## src/hdl/rmvd_pkg.sv

```systemverilog
package rmvd_pkg;

   localparam int RING_DEPTH  = 256;
   localparam int AVERAGE_MAX = 64;
   localparam int SAMPLE_BITS = 8;

   // register field widths
   localparam int RL_W   = 9;
   localparam int AL_W   = 7;
   localparam int IL_W   = 9;
   localparam int THR_W  = 16;
   localparam int MIN_W  = 8;
   localparam int ADDR_W = 5;
   localparam int DATA_W = 32;

   localparam int IDX_W   = $clog2(RING_DEPTH);
   localparam int LEN_W   = $clog2(RING_DEPTH + 1);
   localparam int CNT_MAX = (RING_DEPTH > AVERAGE_MAX) ? RING_DEPTH : AVERAGE_MAX;
   localparam int CNT_W   = $clog2(CNT_MAX + 1);
   localparam int DVS_W   = $clog2(AVERAGE_MAX + 1);
   localparam int ACC_W   = SAMPLE_BITS + $clog2(AVERAGE_MAX);
   localparam int DIFF_W  = ACC_W + 1;
   localparam int CMP_W   = (SAMPLE_BITS > MIN_W) ? SAMPLE_BITS : MIN_W;
   localparam int STEP_W  = $clog2(ACC_W + 1);

   localparam int DEV_W   = 16;
   localparam int LEVEL_W = 24;
   localparam logic [DEV_W-1:0]   DEV_MAX   = 16'hFFFF;
   localparam logic [LEVEL_W-1:0] LEVEL_MAX = 24'hFFFFFF;

   typedef enum logic [2:0] {
      REG_RING_LENGTH,
      REG_AVERAGE_LENGTH,
      REG_INTEGRATE_LENGTH,
      REG_ALARM_THRESHOLD,
      REG_THRESHOLD_ENABLE,
      REG_SMOOTHING_ENABLE,
      REG_RSSI_FLOOR
   } reg_index_type;

   typedef enum logic [1:0] {
      ST_VALID,
      ST_BOOTING,
      ST_TOO_LOW
   } status_type;

   typedef enum logic [2:0] {
      S_IDLE,
      S_MEAN,
      S_DIV,
      S_SQR,
      S_SUM,
      S_FINISH,
      S_EMIT
   } state_type;

   typedef struct packed {
      logic [RL_W-1:0]         ring_length;
      logic [AL_W-1:0]         average_length;
      logic [IL_W-1:0]         integrate_length;
      logic [THR_W-1:0]        alarm_threshold;
      logic                    threshold_enable;
      logic                    smoothing_enable;
      logic signed [MIN_W-1:0] rssi_floor;
   } cfg_type;

   typedef struct packed {
      logic                    start;
      logic signed [ACC_W-1:0] dividend;
      logic [DVS_W-1:0]        divisor;
   } div_req_type;

   typedef struct packed {
      logic                    done;
      logic signed [ACC_W-1:0] quotient;
   } div_rsp_type;

   // zero acts as one, oversize saturates
   function automatic int clamp_len(int v, int hi);
      if (v == 0) begin
         return 1;
      end
      if (v > hi) begin
         return hi;
      end
      return v;
   endfunction

endpackage

```

## src/hdl/rmvd_csr.sv

```systemverilog
module rmvd_csr (
   input  logic                         clock,
   input  logic                         reset,
   input  logic                         psel,
   input  logic                         penable,
   input  logic                         pwrite,
   input  logic [rmvd_pkg::ADDR_W-1:0]  paddr,
   input  logic [rmvd_pkg::DATA_W-1:0]  pwdata,
   output logic [rmvd_pkg::DATA_W-1:0]  prdata,
   output logic                         pready,
   output rmvd_pkg::cfg_type            cfg,
   output logic                         restart
);
   import rmvd_pkg::*;

   cfg_type       cfg_ff;
   cfg_type       cfg_in;
   logic          wr_en;
   reg_index_type idx;

   assign pready = 1'b1;
   assign wr_en  = psel && penable && pwrite;
   assign idx    = reg_index_type'(paddr[ADDR_W-1:2]);
   assign cfg    = cfg_ff;

   always_comb begin
      cfg_in  = cfg_ff;
      restart = 1'b0;
      if (wr_en) begin
         unique case (idx)
            REG_RING_LENGTH: begin
               cfg_in.ring_length = pwdata[RL_W-1:0];
               restart            = 1'b1;
            end
            REG_AVERAGE_LENGTH:   cfg_in.average_length   = pwdata[AL_W-1:0];
            REG_INTEGRATE_LENGTH: cfg_in.integrate_length = pwdata[IL_W-1:0];
            REG_ALARM_THRESHOLD:  cfg_in.alarm_threshold  = pwdata[THR_W-1:0];
            REG_THRESHOLD_ENABLE: cfg_in.threshold_enable = pwdata[0];
            REG_SMOOTHING_ENABLE: cfg_in.smoothing_enable = pwdata[0];
            REG_RSSI_FLOOR:       cfg_in.rssi_floor       = pwdata[MIN_W-1:0];
            default: ;
         endcase
      end
   end

   always_comb begin
      prdata = '0;
      unique case (idx)
         REG_RING_LENGTH:      prdata = DATA_W'(cfg_ff.ring_length);
         REG_AVERAGE_LENGTH:   prdata = DATA_W'(cfg_ff.average_length);
         REG_INTEGRATE_LENGTH: prdata = DATA_W'(cfg_ff.integrate_length);
         REG_ALARM_THRESHOLD:  prdata = DATA_W'(cfg_ff.alarm_threshold);
         REG_THRESHOLD_ENABLE: prdata = DATA_W'(cfg_ff.threshold_enable);
         REG_SMOOTHING_ENABLE: prdata = DATA_W'(cfg_ff.smoothing_enable);
         REG_RSSI_FLOOR:       prdata = {{(DATA_W-MIN_W){1'b0}}, cfg_ff.rssi_floor};
         default:              prdata = '0;
      endcase
   end

   always_ff @(posedge clock) begin
      if (reset) begin
         cfg_ff.ring_length      <= RL_W'(256);
         cfg_ff.average_length   <= AL_W'(64);
         cfg_ff.integrate_length <= IL_W'(3);
         cfg_ff.alarm_threshold  <= THR_W'(3);
         cfg_ff.threshold_enable <= 1'b0;
         cfg_ff.smoothing_enable <= 1'b0;
         cfg_ff.rssi_floor       <= 8'h9C;
      end else begin
         cfg_ff <= cfg_in;
      end
   end

endmodule

```

## config.mk

```make
export PLATFORM = sky130hd
export DESIGN_NAME = rmvd_csr
export DESIGN_NICKNAME = d
export VERILOG_FILES = /design/src/hdl/rmvd_pkg.sv /design/src/hdl/rmvd_csr.sv
export SDC_FILE = /design/constraint.sdc
export NUM_CORES = 1
export LEC_CHECK = 0
export ABC_AREA = 1
export BUFFER_PORTS_ARGS = -buffer_cell sky130_fd_sc_hd__buf_2
export CAP_MARGIN = 20
export CORE_ASPECT_RATIO = 0.9
export CORE_MARGIN = 1
export CORE_UTILIZATION = 47
export DETAILED_ROUTE_END_ITERATION = 8
export GPL_TIMING_DRIVEN = 1
export PLACE_DENSITY_LB_ADDON = 0.3
export REMOVE_ABC_BUFFERS = 1
export SLEW_MARGIN = 20
export SYNTH_ARGS = -nofsm -noshare
export SYNTH_HDL_FRONTEND = slang
export SYNTH_SLANG_ARGS = --single-unit
```

## constraint.sdc

```tcl
create_clock -name clock -period 1.2 [get_ports clock]
set_input_delay 0.06 -clock clock [delete_from_list [all_inputs] [get_ports clock]]
set_output_delay 0.06 -clock clock [all_outputs]
set_load 0.05 [all_outputs]
```

== Word-level counts from Yosys, hierarchy flattened ==
Index checks and enable logic that the tools add are counted.

* Bits in latches: 0
* Bits in registers: 51
* ROM bits: 0
* Memories kept: 0
* Memory bits (writable): 0
* Logic and storage cells: 26

* Divide/modulo/power cells: 0
* Equal/unequal tests: 6
* Reduce and logical (&&, ||, !) cells: 10
* $mul: 0
* Shift operators: 0
* Bitwise logic cells: 0
* $lt $le $gt $ge: 0
* Multiplexer cells: 3
* Add/sub/neg operators: 0

{| class="wikitable"
|+ Operator list
! kind !! count
|-
| $pmux W16 S7 || 1
|-
| $reduce_and A2 Y1 || 7
|-
| $eq A3 B3 Y1 const B || 3
|-
| $eq A3 B2 Y1 const B || 2
|-
| $eq A3 B1 Y1 const B || 1
|-
| $logic_not A3 Y1 || 1
|-
| $logic_and A1 B1 Y1 || 2
|-
| $mux W1 || 2
|}

== Longest topological paths before layout ==
* Depth after elaboration: 3
* Mapped depth: 8
* Gate-level depth less buffers: 7

== Least setup slack after synthesis ==
OpenSTA, ideal clock, no wires.

* Kind: flip-flop to output port
* From: register cfg_ff, in the netlist cfg[20]
* To: output port prdata[10] (netlist name)
* Arrival time: 1.379 ns
* Buffers on the path: 0
* Stages on the path, launching flop included: 3
* Setup slack: -0.239 ns
* Path through: dfxtp_1 > inv_1 > nor2_1

* Longest elaborated chain between the ends: 1

{| class="wikitable"
|+ RTL lines
! what !! RTL line !! text
|-
| from (decl) || rmvd_csr.sv:16 || <nowiki>cfg_type cfg_ff;</nowiki>
|-
| from (signal assigned) || rmvd_csr.sv:70 || <nowiki>cfg_ff <= cfg_in;</nowiki>
|-
| $pmux W16 S7 || rmvd_csr.sv:48 || <nowiki>unique case (idx)</nowiki>
|-
| to (decl) || rmvd_csr.sv:9 || <nowiki>output logic [rmvd_pkg::DATA_W-1:0] prdata,</nowiki>
|}

No other way between the ends.

== Final worst setup path ==
* From: register cfg_ff, in the netlist cfg[11]
* To: output port prdata[1] (netlist name)

Same word-level chain as after synthesis.

==> results.md <==
* Status: finished, violations left
* Failing checks: setup timing
* Setup-failing EPs final at 3
* Pwr Density at 933.6 nW/um^2
* Num rows at 25
* Top cell by count, worst path: nand2_1
* Non-filler cells, final at 624
* Final WS setup at -43.54 ps
* Crit path capture type: output pin
* Die H at about 74 um
* Worst reg2reg startpoint: cfg[4]
* Clock Latency Late Sink at between 300 and 400 ps
* RSZ-0062 raised after global routing: yes
* Worst R2R Path Depth at 3
* Fmax at 804.2 MHz
* Async set-reset flop share out of synthesis at 0%
* R2r setup slk at 450 ps
* Max VDD drop at 0.6862 mV
* Largest area contributor in the netlist: dfxtp_1
* PortBufs at 91
* Share of Yosys cell area claimed by the top area cell type at 38.17%
* Cell with the most instances after synthesis: nand2_1
* Final TNS setup at -59.26 ps
* Tcrit/Tclk final at 103.6%
* Leak at 1.912 nW
* Worst path max stage delay at 350 ps
* Crit-path slowest cell: dfxtp_2
* Drt pass-1 iters at 5
* Number of flip-flops in the largest register at 51
* Tightest Hold Check Type: input pin to register
* Avg Cell Area, Syn at 6.309 sq um
* Clk_skew at 0 ps
* Global-route wire length before repair at 12.10 mm
* Synthesized instance count at roughly 420
* Post-DRT Antenna Nets at 0
* Initial antenna violation count at 0
* Final net count at 598
* Leading cell types by count after synthesis: 122 x nand2_1, 104 x nor2_1, 51 x dfxtp_1
* Clock-pin slew on the worst setup and hold paths at around 90 ps
* CTS buffer count at 5
* Flops & latches, synth at 51
* Post-Route WL at 7.614 mm
* Crit path max fanout at 3
* Final HPWL DP at 5.368 mm
* CTS tree: yes
* Fin. max-slew vios at 0
* Yosys warns at 0
* Min-Delay Startpoint: pwdata[1]
* Crit-path cells: nand4_1, nand2_1, nor2_1, nand2_1, buf_6
* Die W at 81.53 um
* Final Hold Fails at 0
* Startpoint Class: register
* Max clock buf depth at 2
* GP Congestion at 0.8851
* Largest net degree at the start of global routing at 52
* FF-to-FF End: cfg[4]
* Core ar. at ~5400 sq um
* Crit path DAT at 1180 ps
* DR vias/cell at approximately 5.0
* DR vias at 3108
* Routed len/inst at 12.20 um
* Drt first-iter violations at 262
* Clk root buf: clkbuf_8
* DRC viols at 0
* DP Area at 3361 sq um
* Critical path class: register to output pin
* Max cap viols at 0
* Hold path depth at 3
* Worst Hold Path EP: cfg[27]
* Post-layout min period at 1244 ps
* Ant diodes at 0
* Area grow syn2layout at 39.06%
* CTS sink cnt at 51
* Die ar. at 5998 sq um
* Seq/Total Area, Yosys at 38.17%
* Design area at 3720 sq um
* Vias in the first global route at ~2700
* Boundary Pins at ~130
* Total Routing Usage GR at 26.72%
* Initial core utilization at 49.72%
* Placed Instances at 596
* Synthesized cell area at 2675 sq um
* Share of cells above drive strength 1 at 33.57%
* Htree depth at 2
* CP required at between 1000 and 1500 ps
* Total congestion overflow at 0
* Number of distinct library cells after synthesis at 18
* Main flop type after synthesis: dfxtp_1
* Largest cells by area after synthesis: dfxtp_1 38%, nand2_1 17%, nor2_1 15%
* Fin Hold WS at 3.502 ps
* Post-synth EDFFs at 0
[routing by layer]
layer	wire length, um	share of wire, %	vias up	track usage (%)
li1	-	-	1551	-
met1	3460	45	1411	35.62
met2	3494	46	136	43.33
met3	528	6.9	10	4.348
met4	131	1.7	0	9.524
met5	0	0	-	0
[cell families after synthesis]
group / synth area share [%]
simple gates: 47.38
buf+inv: 12.86
other cells: 0.2807
flops: 38.17
compound gates: 1.310
[repair_timing]
action / 4_1_cts / 5_1_grt
endpoints found under the setup margin: 8 / 13
endpoints found under the hold margin: 8 / 0
setup buffers: 3 / 10
hold buffers: 7 / 0
resized for setup: 24 / 30
pin swaps: 2 / 20
[how the worst max path moves through the flow]
stage | slack [ps] | startpoint | end | cells after the start
floorplan | -560 | pwrite | cfg[12] | 5
CTS | 0.1 | cfg[3] | prdata[3] | 5
finish | -40 | cfg[11] | prdata[1] | 5
global route | -120 | cfg[11] | prdata[1] | 5
global placement | 20 | paddr[3] | prdata[6] | 10
detailed placement | 10 | paddr[3] | prdata[6] | 10
[critical path: cells and delay by family, from the launching register on]
| family | cells | cell delay [ps] |
|---|---|---|
| flip-flops | 1 | 350 |
| AND/OR/NAND/NOR | 4 | 350 |
| buffers and inverters | 1 | 150 |
[layout by cell type (no fill, tap or decap), types with 6 or more instances in the layout]
master / instances
o21ai_0: 6
nand2_1: 122
nor2_2: 6
dfxtp_1: 25
nor2_1: 100
dfxtp_2: 26
inv_1: 28
dlygate4sd3_1: 7
nand4_1: 17
nand3_1: 44
buf_2: 78
conb_1: 17
buf_6: 10
buf_4: 47
[area by class of cell]
| cell class | instances | area [sq um] |
|---|---|---|
| Clock buffer | 7 | 76.32 |
| Clock inverter | 1 | 5.005 |
| Fill cell | 470 | 1660 |
| Inverter | 31 | 116.4 |
| Multi-Input combinational cell | 319 | 1376 |
| Sequential cell | 51 | 1054 |
| Tap cell | 67 | 83.83 |
| Timing Repair Buffer | 148 | 1008 |
[power by group]
group	total (W)	leakage, nW	internal (W)	switching (W)
combinational	0.000737	1.45	0.000226	0.000511
clock	0.00101	0.0422	0.000411	0.000594
sequential	0.00173	0.418	0.00171	0.0000163
total	0.00347	1.91	0.00235	0.00112
[through the flow]
step	util, %	setup WS, ps	power, W
5_1_grt	69.14	-120.5	0.003585
4_1_cts	66.77	0.1279	0.003450
3_3_place_gp	62.47	17.61	0.002435
3_5_place_dp	62.47	10.15	0.002442
2_1_floorplan	-	-564.7	0.002205
6_report	69.14	-43.54	0.003473
(Power assumes the default switching activity.)
