$ cat config.mk
export PLATFORM = sky130hd
export DESIGN_NAME = rmvd_div
export DESIGN_NICKNAME = d
export VERILOG_FILES = /design/src/hdl/rmvd_pkg.sv /design/src/hdl/rmvd_div.sv
export SDC_FILE = /design/constraint.sdc
export NUM_CORES = 1
export LEC_CHECK = 0
export BUFFER_PORTS_ARGS = -buffer_cell sky130_fd_sc_hd__buf_2
export CAP_MARGIN = 10
export CORE_ASPECT_RATIO = 1.4
export CORE_MARGIN = 3
export CORE_UTILIZATION = 50
export DETAILED_ROUTE_END_ITERATION = 7
export PLACE_DENSITY = 0.77
export SLEW_MARGIN = 20
export SYNTH_ARGS = -nofsm -noshare
export SYNTH_HDL_FRONTEND = slang
export SYNTH_SLANG_ARGS = --single-unit
$ cat constraint.sdc
create_clock -name clock -period 6.8 [get_ports clock]
set_clock_uncertainty 0.1 [all_clocks]
set_input_delay 0.68 -clock clock [delete_from_list [all_inputs] [get_ports clock]]
set_output_delay 0.68 -clock clock [all_outputs]
set_load 0.01 [all_outputs]
$ cat src/hdl/rmvd_pkg.sv
package rmvd_pkg;

   localparam int RING_DEPTH  = 256;
   localparam int AVERAGE_MAX = 64;
   localparam int SAMPLE_BITS = 8;

   // register field widths
   localparam int RL_W   = 9;
   localparam int AL_W   = 7;
   localparam int IL_W   = 9;
   localparam int THR_W  = 16;
   localparam int MIN_W  = 8;
   localparam int ADDR_W = 5;
   localparam int DATA_W = 32;

   localparam int IDX_W   = $clog2(RING_DEPTH);
   localparam int LEN_W   = $clog2(RING_DEPTH + 1);
   localparam int CNT_MAX = (RING_DEPTH > AVERAGE_MAX) ? RING_DEPTH : AVERAGE_MAX;
   localparam int CNT_W   = $clog2(CNT_MAX + 1);
   localparam int DVS_W   = $clog2(AVERAGE_MAX + 1);
   localparam int ACC_W   = SAMPLE_BITS + $clog2(AVERAGE_MAX);
   localparam int DIFF_W  = ACC_W + 1;
   localparam int CMP_W   = (SAMPLE_BITS > MIN_W) ? SAMPLE_BITS : MIN_W;
   localparam int STEP_W  = $clog2(ACC_W + 1);

   localparam int DEV_W   = 16;
   localparam int LEVEL_W = 24;
   localparam logic [DEV_W-1:0]   DEV_MAX   = 16'hFFFF;
   localparam logic [LEVEL_W-1:0] LEVEL_MAX = 24'hFFFFFF;

   typedef enum logic [2:0] {
      REG_RING_LENGTH,
      REG_AVERAGE_LENGTH,
      REG_INTEGRATE_LENGTH,
      REG_ALARM_THRESHOLD,
      REG_THRESHOLD_ENABLE,
      REG_SMOOTHING_ENABLE,
      REG_RSSI_FLOOR
   } reg_index_type;

   typedef enum logic [1:0] {
      ST_VALID,
      ST_BOOTING,
      ST_TOO_LOW
   } status_type;

   typedef enum logic [2:0] {
      S_IDLE,
      S_MEAN,
      S_DIV,
      S_SQR,
      S_SUM,
      S_FINISH,
      S_EMIT
   } state_type;

   typedef struct packed {
      logic [RL_W-1:0]         ring_length;
      logic [AL_W-1:0]         average_length;
      logic [IL_W-1:0]         integrate_length;
      logic [THR_W-1:0]        alarm_threshold;
      logic                    threshold_enable;
      logic                    smoothing_enable;
      logic signed [MIN_W-1:0] rssi_floor;
   } cfg_type;

   typedef struct packed {
      logic                    start;
      logic signed [ACC_W-1:0] dividend;
      logic [DVS_W-1:0]        divisor;
   } div_req_type;

   typedef struct packed {
      logic                    done;
      logic signed [ACC_W-1:0] quotient;
   } div_rsp_type;

   // zero acts as one, oversize saturates
   function automatic int clamp_len(int v, int hi);
      if (v == 0) begin
         return 1;
      end
      if (v > hi) begin
         return hi;
      end
      return v;
   endfunction

endpackage

$ cat src/hdl/rmvd_div.sv
module rmvd_div (
   input  logic                  clock,
   input  logic                  reset,
   input  rmvd_pkg::div_req_type req,
   output rmvd_pkg::div_rsp_type rsp
);
   import rmvd_pkg::*;

   logic                    busy_ff;
   logic                    done_ff;
   logic                    neg_ff;
   logic [STEP_W-1:0]       cnt_ff;
   logic [ACC_W-1:0]        work_ff;
   logic [DVS_W-1:0]        rem_ff;
   logic [DVS_W-1:0]        dvs_ff;
   logic signed [ACC_W-1:0] quot_ff;

   logic [DVS_W:0]          trial;
   logic [DVS_W:0]          diff;
   logic                    ge;
   logic [DVS_W-1:0]        rem_in;
   logic [ACC_W-1:0]        work_in;
   logic [ACC_W-1:0]        mag;

   assign mag = req.dividend[ACC_W-1] ? ACC_W'(-req.dividend) : ACC_W'(req.dividend);

   // one restoring step a cycle, quotient bits shift in behind the dividend
   always_comb begin
      trial   = {rem_ff, work_ff[ACC_W-1]};
      ge      = trial >= {1'b0, dvs_ff};
      diff    = trial - {1'b0, dvs_ff};
      rem_in  = ge ? diff[DVS_W-1:0] : trial[DVS_W-1:0];
      work_in = {work_ff[ACC_W-2:0], ge};
   end

   always_ff @(posedge clock) begin
      if (reset) begin
         busy_ff <= 1'b0;
         done_ff <= 1'b0;
         cnt_ff  <= '0;
      end else begin
         done_ff <= 1'b0;
         if (req.start) begin
            busy_ff <= 1'b1;
            cnt_ff  <= STEP_W'(ACC_W);
         end else if (busy_ff) begin
            cnt_ff <= cnt_ff - STEP_W'(1);
            if (cnt_ff == STEP_W'(1)) begin
               busy_ff <= 1'b0;
               done_ff <= 1'b1;
            end
         end
      end
   end

   always_ff @(posedge clock) begin
      if (req.start) begin
         neg_ff  <= req.dividend[ACC_W-1];
         work_ff <= mag;
         rem_ff  <= '0;
         dvs_ff  <= req.divisor;
      end else if (busy_ff) begin
         work_ff <= work_in;
         rem_ff  <= rem_in;
         if (cnt_ff == STEP_W'(1)) begin
            quot_ff <= neg_ff ? -$signed(work_in) : $signed(work_in);
         end
      end
   end

   assign rsp.done     = done_ff;
   assign rsp.quotient = quot_ff;

endmodule

# After elaboration in Yosys (flattened, before gate mapping)
# Cells that the tools add are included.
totals:
  out_inout_bits: 15
  inputBits: 24
  word_cells: 32
  reg_bits: 49
op_classes:
  n_mux: 11
  bitwise: 2
  n_lt_le_gt_ge: 1
  reduce_logical: 4
  n_eq_ne: 1
  n_addsub: 4
ops:
  columns: ["cell", "count"]
  rows:
  - ["2-to-1 mux 14 bit", 4]
  - ["negation 14 bit", 2]
  - [">= comparator 8 x 7 -> 1 bit", 1]
  - ["2-to-1 mux 4 bit", 2]
  - ["2-to-1 mux 7 bit", 1]
  - ["subtractor 7 bit", 1]
  - ["equality test 4 x 1 -> 1 bit (second input constant)", 1]
  - ["2-to-1 mux 1 bit", 4]
  - ["subtractor 4 x 1 -> 4 bit (second input constant)", 1]
  - ["AND reduction 3 bit", 1]
  - ["OR reduction 3 bit", 1]
  - ["inverter 1 bit", 2]
  - ["nonzero test 2 bit", 1]
  - ["OR reduction 2 bit", 1]

# Depth between registers and ports, before layout
# Gate-level depths: netlist of the first run.
logic_depth:
  ltp_word: 4
  mapped_depth: 13
  ltp_nobuf: 13

# Worst setup path before layout of the first run
# No wires, ideal clock.
synth_timing:
  kind: "flip-flop to flip-flop"
  startpoint: "reg work_ff[13]"
  endpoint: "reg quot_ff[10] (data pin)"
  arrival_ns: 2.575
  setup_ns: 0.262
  setup_slack_ns: 3.863
  path_buffers: 0
  path_stages_with_launch: 14
  path_cell_list: "edfxtp_1 > inv_1 > ha_1 > fa_1 > nand2b_1 > a211oi_2 > or3_4 > inv_2 > ha_1 > or3b_2 > nor2_1 > nand2_1 > o31ai_1 > xnor2_1"
synth_between:
  elab_chain_cells: 3
synth_lines:
  columns: ["element", "line", "text"]
  rows:
  - ["start, declared", "rmvd_div.sv:13", "logic [ACC_W-1:0] work_ff;"]
  - ["start signal, assigned", "rmvd_div.sv:59", "work_ff <= mag;"]
  - ["start signal, assigned", "rmvd_div.sv:63", "work_ff <= work_in;"]
  - [">= comparator 8 x 7 -> 1 bit", "rmvd_div.sv:30", "ge = trial >= {1'b0, dvs_ff};"]
  - ["negation 14 bit", "rmvd_div.sv:66", "quot_ff <= neg_ff ? -$signed(work_in) : $signed(work_in);"]
  - ["2-to-1 mux 14 bit", "rmvd_div.sv:66", null]
  - ["end signal, assigned", "rmvd_div.sv:66", null]
  - ["end, declared", "rmvd_div.sv:16", "logic signed [ACC_W-1:0] quot_ff;"]
# No other way between the ends.
# A chain may end at the register's enable or synchronous reset.

# Worst setup path in the final report of the first run
# Same ends and word-level chain as after synthesis.

==> run_results.csv, run 1 <==
group,metric,value,unit
outcome,status,"finished clean",
yosys,synth-main-ff-cell,"edfxtp_1",
cts,cts_hold_buf,0,
yosys,synth.distinct_cells,46,
grt,grt_overflow,0,
timing,relSlewSlack,37.69,%
pwr,peakVddDrop,142.5,uV
finish,stdcell_count,371,
cts,clockBufferDepth,2,
detailed_routing,firstDrtPassIters,4,
cts,cts-buffers-inserted,5,
yosys,synth_edf_count,36,
grt,grt_pass1_vias,1889,
critical_path,end_kind,"register",
floorplanning,core_area,5236,um2
timing,fin_crit_sh,47.85,%
hold_path,hp-class,"reg2reg",
timing,whs,405.7,ps
timing,final.min_clock_period,3254,ps
timing,worstMarginPinSlew,929.6,ps
finish,final_nets,340,
place,post_dp_cell_area,2950,um2
grt,grt_util_all_layers,16.33,%
critical_path,worstSetupStartpointType,"register",
cts,worstSkewPairLatency,300,ps
yosys,postSynth.asyncResetShare,0,%
grt,grt_pass1_wl,8059,um
critical_path,required,6750,ps
finish,diodes,0,
timing,setup_tns,0,ps
finish,syn_to_final_growth,12.00,%
place,hpwl,3465,um
detailed_routing,wl_per_cell,12.64,um
cts,cts_max_level,2,
detailed_routing,via_per_inst,5.307,
yosys,yosysWarnings,0,
cts,cts.clk_slew.worst_paths,90,ps
place,place_ws,3556,ps
cts,cts_setup_buffers,0,
detailed_routing,wl,4689,um
timing,final.setup.worst_slack,3546,ps
yosys,yosysSeqAreaShare,49.08,%
grt,grt_max_degree,54,
critical_path,r2r-start,"work_ff[13]$_DFFE_PP_",
critical_path,crit_fanout,12,
detailed_routing,drc,0,
yosys,syn_inst,270,
finish,layout-drive-gt1-share,18.69,%
cts,cts_root_buf,"clkbuf_8",
timing,max_freq,307.3,MHz
flow_run,drv_cap,0,
place,portBuffers,38,
timing,rsz0062_at_grt,"false",
floorplanning,start_util,52.19,%
critical_path,crit_arrival,3210,ps
timing,slew_violations,0,
critical_path,crit_path_start,"work_ff[13]$_DFFE_PP_",
cts,tritoncts,"yes",
cts,clock_sinks,49,
floorplanning,die_width,68.48,um
detailed_routing,drtIter0Drc,92,
floorplanning,dieArea,6401,um2
floorplanning,dieHeight,93.47,um
yosys,synth_nets,306,
place,place_inst,363,
detailed_routing,dr_total_vias,1969,
critical_path,crit_type,"reg2reg",
finish,nFillCells,473,
grt,antenna_found_initial,0,
floorplanning,rows,31,
floorplanning,io_pins,39,
finish,final_area,3060,um2
pwr,power.density,233.4,nW/um2
yosys,syn_avg_cell_area,10.12,um2
place,place.gp.congestion,0.8106,
finish,final_util,58.45,%
timing,hold_viol,0,
pwr,total_power,0.7143,mW
cts,ctsResizeCount,0,
detailed_routing,ant_nets,0,
hold_path,min_from,"rem_ff[4]$_SDFFE_PP0P_",
yosys,syn_area,2733,um2
yosys,synth_seq_cells,49,
pwr,p_leak,1.175,nW
timing,setup_viol,0,
-- placed cells by master (no fill, tap or decap), types with 3 or more instances in the layout --
cell / count
nor2_1: 39
buf_2: 38
edfxtp_1: 36
a21oi_1: 21
nand2_1: 19
inv_1: 17
xnor2_1: 15
dfxtp_1: 13
xor2_1: 12
ha_1: 11
o21ai_0: 10
nor3_1: 7
o31ai_1: 6
nand2b_1: 5
nor4_1: 5
clkbuf_8: 5
nand3_1: 3
mux2i_1: 3
a311oi_1: 3
-- path summary, 6_finish.rpt --
| path | cells past startpoint | slack (ps) | endpoint |
|---|---|---|---|
| worst max register to register | 13 | 3550 | quot_ff[10]$_DFFE_PP_ |
| worst max-delay path | 13 | 3550 | quot_ff[10]$_DFFE_PP_ |
| worst min-delay path | 2 | 410 | rem_ff[5]$_SDFFE_PP0P_ |
| worst min register to register | 2 | 410 | rem_ff[5]$_SDFFE_PP0P_ |
-- layout make-up --
cell class	instances	area, um2	area share, %
clock buffers	5	68.82	2.249
clock inverters	3	41.29	1.349
inverters	18	67.56	2.208
multi-input cells	192	1269	41.46
flip-flops and latches	49	1341	43.83
well taps	66	82.58	2.698
repair buffers	38	190.2	6.214
-- logic make-up (layout without fill, tap and decap cells) --
| family | Yosys count | count (layout) | share of synthesized area [%] |
|---|---|---|---|
| mux | 5 | 5 | 1.923 |
| xor+xnor | 27 | 27 | 8.654 |
| flops | 49 | 49 | 49.08 |
| compound gates | 53 | 53 | 13.42 |
| fa+ha+maj | 12 | 12 | 5.769 |
| buf+inv | 29 | 64 | 4.670 |
| simple gates | 95 | 95 | 16.48 |
-- where the power goes --
| part | internal [mW] | switching (mW) | total [mW] |
|---|---|---|---|
| Combinational | 0.0625 | 0.0769 | 0.139 |
| Sequential | 0.349 | 0.0237 | 0.373 |
| Clock | 0.108 | 0.0939 | 0.202 |
| Total | 0.520 | 0.194 | 0.714 |
-- cells in the mapped netlist, drive strengths merged, types with 8 or more instances --
cell	number	share of area, %
nor2	39	5.4
xor2	12	3.8
inv	18	2.5
edfxtp	36	40
o21ai	12	2.2
a21oi	21	3.8
nor3	8	1.5
xnor2	15	4.8
nand2	19	2.6
dfxtp	13	9.5
ha	11	5.0
-- metal layers --
metal,part of all wire (%),up-vias,global-route usage (%)
li1,-,1022,-
met1,44,909,20.11
met2,51,33,27.65
met3,4.3,5,4.087
met4,1.1,0,4.478
met5,0,-,0
-- critical path: stages (launching register included) --
cell,delay (ps)
edfxtp_1,360
inv_1,70
ha_1,170
fa_1,190
nand2b_1,160
a211oi_2,80
or3_4,470
inv_2,190
ha_1,180
or3b_2,480
nor2_1,110
nand2_1,90
o31ai_1,260
xnor2_1,90
-- sequential cells by signal, summed over array words and instances, names as in the netlist --
name,cells
dvs_ff,7
neg_ff,1
busy_ff,1
rem_ff,7
cnt_ff,4
work_ff,14
done_ff,1
quot_ff,14
No activity file was read; power rests on OpenSTA's default activity.
==> run 2, diff against run 1 <==
==> constraint.sdc (replaced) <==
create_clock -name clock -period 3.4 [get_ports clock]
set_clock_uncertainty 0.1 [all_clocks]
set_input_delay 0.34 -clock clock [delete_from_list [all_inputs] [get_ports clock]]
set_output_delay 0.34 -clock clock [all_outputs]
set_load 0.01 [all_outputs]
==> run 2 against run 1 <==
Effect of this change: global-route usage up 0.20 points; flip-flop and latch count unchanged; power up 100%; first-iteration DRC count up 24%; utilization up 0.38 points; clock-buffer cell count unchanged; cell area up 0.65%; critical endpoint is now quot_ff[12]$_DFFE_PP_; combinational power up 110%; highest routed layer unchanged.
==> run_results.csv, run 2 (synthesis results as in run 1) <==
group,metric,value,unit
outcome,status,"finished clean",
cts,cts.clk_slew.worst_paths,80,ps
critical_path,cp_common_cell,"ha_1",
finish,layout-drive-gt1-share,19.54,%
pwr,switching_share,27.30,%
floorplanning,core_area,5236,um2
place,place.gp.congestion,0.8272,
cts,clockBufferDepth,2,
timing,rsz0062_at_grt,"true",
critical_path,required,3350,ps
finish,diodes,0,
pwr,total_power,1.436,mW
floorplanning,dieHeight,93.47,um
cts,cts_root_buf,"clkbuf_8",
hold_path,min_from,"req[2]",
timing,relSlewSlack,37.75,%
cts,tritoncts,"yes",
floorplanning,rows,31,
finish,biggestRegsByFlops,"quot_ff (14), work_ff (14)",
cts,cts-buffers-inserted,5,
critical_path,r2r-start,"work_ff[13]$_DFFE_PP_",
place,hpwl,3480,um
detailed_routing,wl,4757,um
detailed_routing,ant_nets,0,
grt,met2_usage,27.57,%
critical_path,crit_fanout,10,
timing,final.setup.worst_slack,252.2,ps
detailed_routing,wl_per_cell,12.75,um
grt,antenna_found_initial,0,
place,portBuffers,38,
timing,fin_crit_sh,92.58,%
critical_path,path_cells,"inv_1 -> ha_1 -> fa_1 -> nand2b_1 -> a211oi_2 -> or3_4 -> inv_2 -> ha_1 -> or3b_2 -> nor2_1 -> nand2_1 -> o21ai_0 -> xnor2_1",
pwr,p_switching,0.3921,mW
grt,grt_util_all_layers,16.54,%
critical_path,worstSetupStartpointType,"register",
detailed_routing,drtIter0Drc,114,
flow_run,drv_cap,0,
pwr,peakVddDrop,316.5,uV
critical_path,r2r_cells,13,
critical_path,end_kind,"register",
timing,setup_viol,0,
critical_path,slowest_stage,"or3b_2",
timing,setup_tns,0,ps
critical_path,r2r_slack,250,ps
pwr,power.density,466.2,nW/um2
detailed_routing,firstDrtPassIters,4,
detailed_routing,dr_total_vias,1982,
pwr,clockPowerShare,28.1,%
cts,cts_max_level,2,
critical_path,r2r-end,"quot_ff[12]$_DFFE_PP_",
cts,worstSkewPairLatency,300,ps
cts,clock_sinks,49,
floorplanning,start_util,52.19,%
finish,final_nets,342,
grt,grt_use_met1,19.91,%
timing,hold_viol,0,
detailed_routing,drc,0,
critical_path,slowest_delay,470,ps
timing,final.min_clock_period,3148,ps
timing,max_freq,317.7,MHz
grt,grt_overflow,0,
critical_path,crit_type,"reg2reg",
critical_path,crit_arrival,3100,ps
grt,grt_max_degree,54,
finish,final_util,58.83,%
timing,worstMarginPinSlew,928.7,ps
pwr,power.share.combinational,20.2,%
grt,grt_pass1_vias,1825,
floorplanning,dieArea,6401,um2
pwr,p_seq_share,51.7,%
finish,syn_to_final_growth,12.73,%
floorplanning,io_pins,39,
timing,slew_violations,0,
hold_path,whs_path_depth,1,
hold_path,hold_end,"dvs_ff[2]$_DFFE_PP_",
hold_path,hp-class,"in2reg",
pwr,p_leak,1.187,nW
pwr,p_int,1.044,mW
place,place_ws,191.6,ps
grt,gr-usage-met3,3.606,%
finish,final_common_cell,"nor2_1",
grt,top_usage_layer,"met2",
finish,mostFrequentLayoutCells,"nor2_1 (39), buf_2 (38), edfxtp_1 (36), a21oi_1 (21), nand2_1 (19)",
grt,grt_pass1_wl,8059,um
detailed_routing,via_per_inst,5.314,
floorplanning,die_width,68.48,um
-- run 2: cell count changes in the layout (fill, tap and decap cells not counted), sizes merged --
| cell | change |
|---|---|
| buf | +2 |
-- run 2: power by group through the flow --
stage	logic (mW)	registers, mW	clock network [mW]
6_report	0.290	0.742	0.404
3_3_place_gp	0.280	0.752	0
5_1_grt	0.331	0.749	0.444
3_5_place_dp	0.290	0.755	0
2_1_floorplan	0.232	0.740	0
4_1_cts	0.292	0.742	0.418
-- run 2: layout make-up --
type | instances | area (um2)
Clock buffer | 5 | 68.82
Clock inverter | 3 | 41.29
Fill cell | 473 | 2156
Inverter | 18 | 67.56
Multi-Input combinational cell | 192 | 1274
Sequential cell | 49 | 1341
Tap cell | 66 | 82.58
Timing Repair Buffer | 40 | 205.2
-- run 2: worst max-delay path: cells and delay by family, from the launching register on --
family | cells | cell delay, ps
DFF | 1 | 360
xor gates and xnor gates | 1 | 90
AOI/OAI and AO/OA | 2 | 340
adders and majority gates | 3 | 550
buffers and inverters | 2 | 240
and+or+nand+nor | 5 | 1220
-- run 2: through the flow --
stage	instance area, um2	instances	hold WS, ps
4_1_cts	3075	373	100.8
5_1_grt	3080	373	98.69
3_5_place_dp	2965	365	397.9
2_1_floorplan	2733	270	312.4
3_3_place_gp	2965	365	391.5
6_report	3080	373	115.1
-- run 2: worst max path at each step --
| stage | start | end | slack [ps] | cells past startpoint |
|---|---|---|---|---|
| 3_3_place_gp | work_ff[13]$_DFFE_PP_ | quot_ff[10]$_DFFE_PP_ | 340 | 13 |
| 6_report | work_ff[13]$_DFFE_PP_ | quot_ff[12]$_DFFE_PP_ | 250 | 13 |
| 5_1_grt | work_ff[13]$_DFFE_PP_ | quot_ff[10]$_DFFE_PP_ | -20 | 13 |
| 4_1_cts | work_ff[13]$_DFFE_PP_ | quot_ff[10]$_DFFE_PP_ | 190 | 13 |
| 3_5_place_dp | work_ff[13]$_DFFE_PP_ | quot_ff[10]$_DFFE_PP_ | 190 | 13 |
| 2_1_floorplan | work_ff[13]$_DFFE_PP_ | quot_ff[10]$_DFFE_PP_ | 460 | 13 |
-- run 2: metal layers --
metal	share of wire, %	vias to the layer above
li1	-	1025
met1	43	910
met2	50	41
met3	4.4	6
met4	1.8	0
met5	0	-
-- run 2: repair_timing --
item / CTS / global route
endpoints found under the setup margin: 0 / 2
resized for setup: 0 / 1
buffers inserted: 0 / 0
hold buffers: 0 / 0
==> run 3, diff against run 2 <==
--- a/config.mk
+++ b/config.mk
@@ -9,9 +9,9 @@
 export CAP_MARGIN = 10
 export CORE_ASPECT_RATIO = 1.4
 export CORE_MARGIN = 3
-export CORE_UTILIZATION = 50
+export CORE_UTILIZATION = 45
 export DETAILED_ROUTE_END_ITERATION = 7
-export PLACE_DENSITY = 0.77
+export PLACE_DENSITY = 0.71
 export SLEW_MARGIN = 20
 export SYNTH_ARGS = -nofsm -noshare
 export SYNTH_HDL_FRONTEND = slang
==> run 3 against run 2 <==
Effect of this change: die area up 10%; cell count grew 1.3%; first-iteration DRC count decreased by 15%; combinational power is essentially flat; non-clock buffer count increased by 1; via count increased by 1.8%; clock-buffer cell count increased by 1; clock power up 2%; cell area rose by 0.28%; flip-flop and latch count did not move; critical path type unchanged.
==> run_results.csv, run 3 (synthesis results as in run 1) <==
group,metric,value,unit
floorplanning,die_width,71.86,um
pwr,peakVddDrop,195.7,uV
detailed_routing,via_per_inst,5.339,
floorplanning,dieHeight,98.21,um
floorplanning,rows,33,
critical_path,crit_type,"reg2reg",
critical_path,path_cells,"inv_1 -> ha_1 -> fa_1 -> nand2b_1 -> a211oi_2 -> or3_4 -> inv_2 -> ha_1 -> or3b_2 -> nor2_1 -> nand2_1 -> o31ai_1 -> xnor2_1",
pwr,power.density,468.5,nW/um2
outcome,status,"finished clean",
grt,grt_pass1_wl,8562,um
grt,grt_max_degree,28,
detailed_routing,wl_per_cell,13.35,um
detailed_routing,drtIter0Drc,97,
place,portBuffers,38,
floorplanning,dieArea,7057,um2
critical_path,cp.depth,13,
pwr,p_switching,0.3995,mW
hold_path,min_from,"req[6]",
flow_run,drv_cap,0,
cts,worstSkewPairLatency,300,ps
timing,whs,111.3,ps
floorplanning,start_util,46.61,%
timing,setup_tns,0,ps
pwr,p_int,1.048,mW
timing,hold_viol,0,
finish,final_nets,343,
timing,slew_violations,0,
cts,ctsResizeCount,0,
cts,cts_max_level,2,
pwr,p_leak,1.194,nW
critical_path,end_kind,"register",
finish,mostFrequentLayoutCells,"nor2_1 (39), buf_2 (38), edfxtp_1 (36), a21oi_1 (21), nand2_1 (19)",
pwr,switching_share,27.61,%
timing,worstMarginPinSlew,597.2,ps
critical_path,crit_arrival,3090,ps
critical_path,crit_fanout,10,
place,place.gp.congestion,0.7911,
pwr,power.share.combinational,19.9,%
cts,cts_setup_buffers,0,
detailed_routing,ant_nets,0,
grt,antenna_found_initial,0,
critical_path,crit_buf_inv,2,
timing,fin_crit_sh,92.05,%
timing,setup_viol,0,
critical_path,r2r-start,"work_ff[13]$_DFFE_PP_",
critical_path,r2r_cells,13,
timing,final.min_clock_period,3130,ps
timing,max_freq,319.5,MHz
critical_path,r2r_slack,270,ps
cts,clockBufferDepth,2,
critical_path,required,3360,ps
finish,final_common_cell,"nor2_1",
grt,grt_overflow,0,
detailed_routing,firstDrtPassIters,5,
place,hpwl,3800,um
hold_path,whs_path_depth,1,
critical_path,r2r-end,"quot_ff[10]$_DFFE_PP_",
timing,relSlewSlack,60.13,%
detailed_routing,wl,5047,um
grt,grt_util_all_layers,15.06,%
critical_path,cp_top_family,"simple AND/OR/NAND/NOR gates",
critical_path,slowest_stage,"or3b_2",
pwr,p_seq_share,51.6,%
detailed_routing,drc,0,
cts,cts_root_buf,"clkbuf_8",
cts,cts_hold_buf,0,
finish,layout-drive-gt1-share,19.48,%
critical_path,cp_common_cell,"ha_1",
cts,tritoncts,"yes",
finish,syn_to_final_growth,13.05,%
detailed_routing,dr_total_vias,2018,
pwr,clockPowerShare,28.5,%
cts,clock_sinks,49,
floorplanning,io_pins,39,
floorplanning,core_area,5863,um2
finish,biggestRegsByFlops,"quot_ff (14), work_ff (14)",
timing,rsz0062_at_grt,"false",
critical_path,worstSetupStartpointType,"register",
finish,diodes,0,
grt,grt_pass1_vias,1963,
critical_path,slowest_delay,490,ps
hold_path,hp-class,"in2reg",
cts,cts.clk_slew.worst_paths,80,ps
cts,cts-buffers-inserted,5,
hold_path,hold_end,"dvs_ff[6]$_DFFE_PP_",
run 3: power by group through the flow:
stage	sequential (mW)	clock [mW]	combinational, mW
final	0.747	0.412	0.288
after global routing	0.752	0.450	0.325
after CTS	0.746	0.423	0.291
after detailed placement	0.760	0	0.289
after global placement	0.758	0	0.279
after floorplan	0.740	0	0.232
run 3: layer usage:
layer  part of all wire (%)  global-route usage, %
met1                     45                  18.85
met2                     50                  25.42
met3                    3.7                  2.575
met4                    1.8                  6.078
met5                      0                      0
run 3: area by class of cell:
class / instances / area, um2
fillers: 550 / 2774
flip-flops and latches: 49 / 1341
multi-input cells: 192 / 1269
repair buffers: 41 / 212.7
well taps: 70 / 87.58
clock buffers: 6 / 72.57
inverters: 18 / 67.56
clock inverters: 2 / 38.79
run 3: how the worst max path moves through the flow:
| stage | slack (ps) | start | to |
|---|---|---|---|
| floorplan | 460 | work_ff[13]$_DFFE_PP_ | quot_ff[10]$_DFFE_PP_ |
| global placement | 370 | work_ff[13]$_DFFE_PP_ | quot_ff[10]$_DFFE_PP_ |
| detailed placement | 290 | work_ff[13]$_DFFE_PP_ | quot_ff[10]$_DFFE_PP_ |
| CTS | 250 | work_ff[13]$_DFFE_PP_ | quot_ff[10]$_DFFE_PP_ |
| global route | 100 | work_ff[13]$_DFFE_PP_ | quot_ff[12]$_DFFE_PP_ |
| finish | 270 | work_ff[13]$_DFFE_PP_ | quot_ff[10]$_DFFE_PP_ |
run 3: metrics by stage:
| step | total power, mW | utilization [%] | instance area (um2) | std cells | setup slack, ps |
|---|---|---|---|---|---|
| 2_1_floorplan | 0.9719 | - | 2733 | 270 | 463.3 |
| 6_report | 1.447 | 52.69 | 3089 | 378 | 270.2 |
| 5_1_grt | 1.527 | 52.69 | 3089 | 378 | 105.0 |
| 3_3_place_gp | 1.037 | 50.79 | 2978 | 370 | 366.1 |
| 3_5_place_dp | 1.049 | 50.79 | 2978 | 370 | 286.2 |
| 4_1_cts | 1.460 | 52.69 | 3089 | 378 | 247.7 |
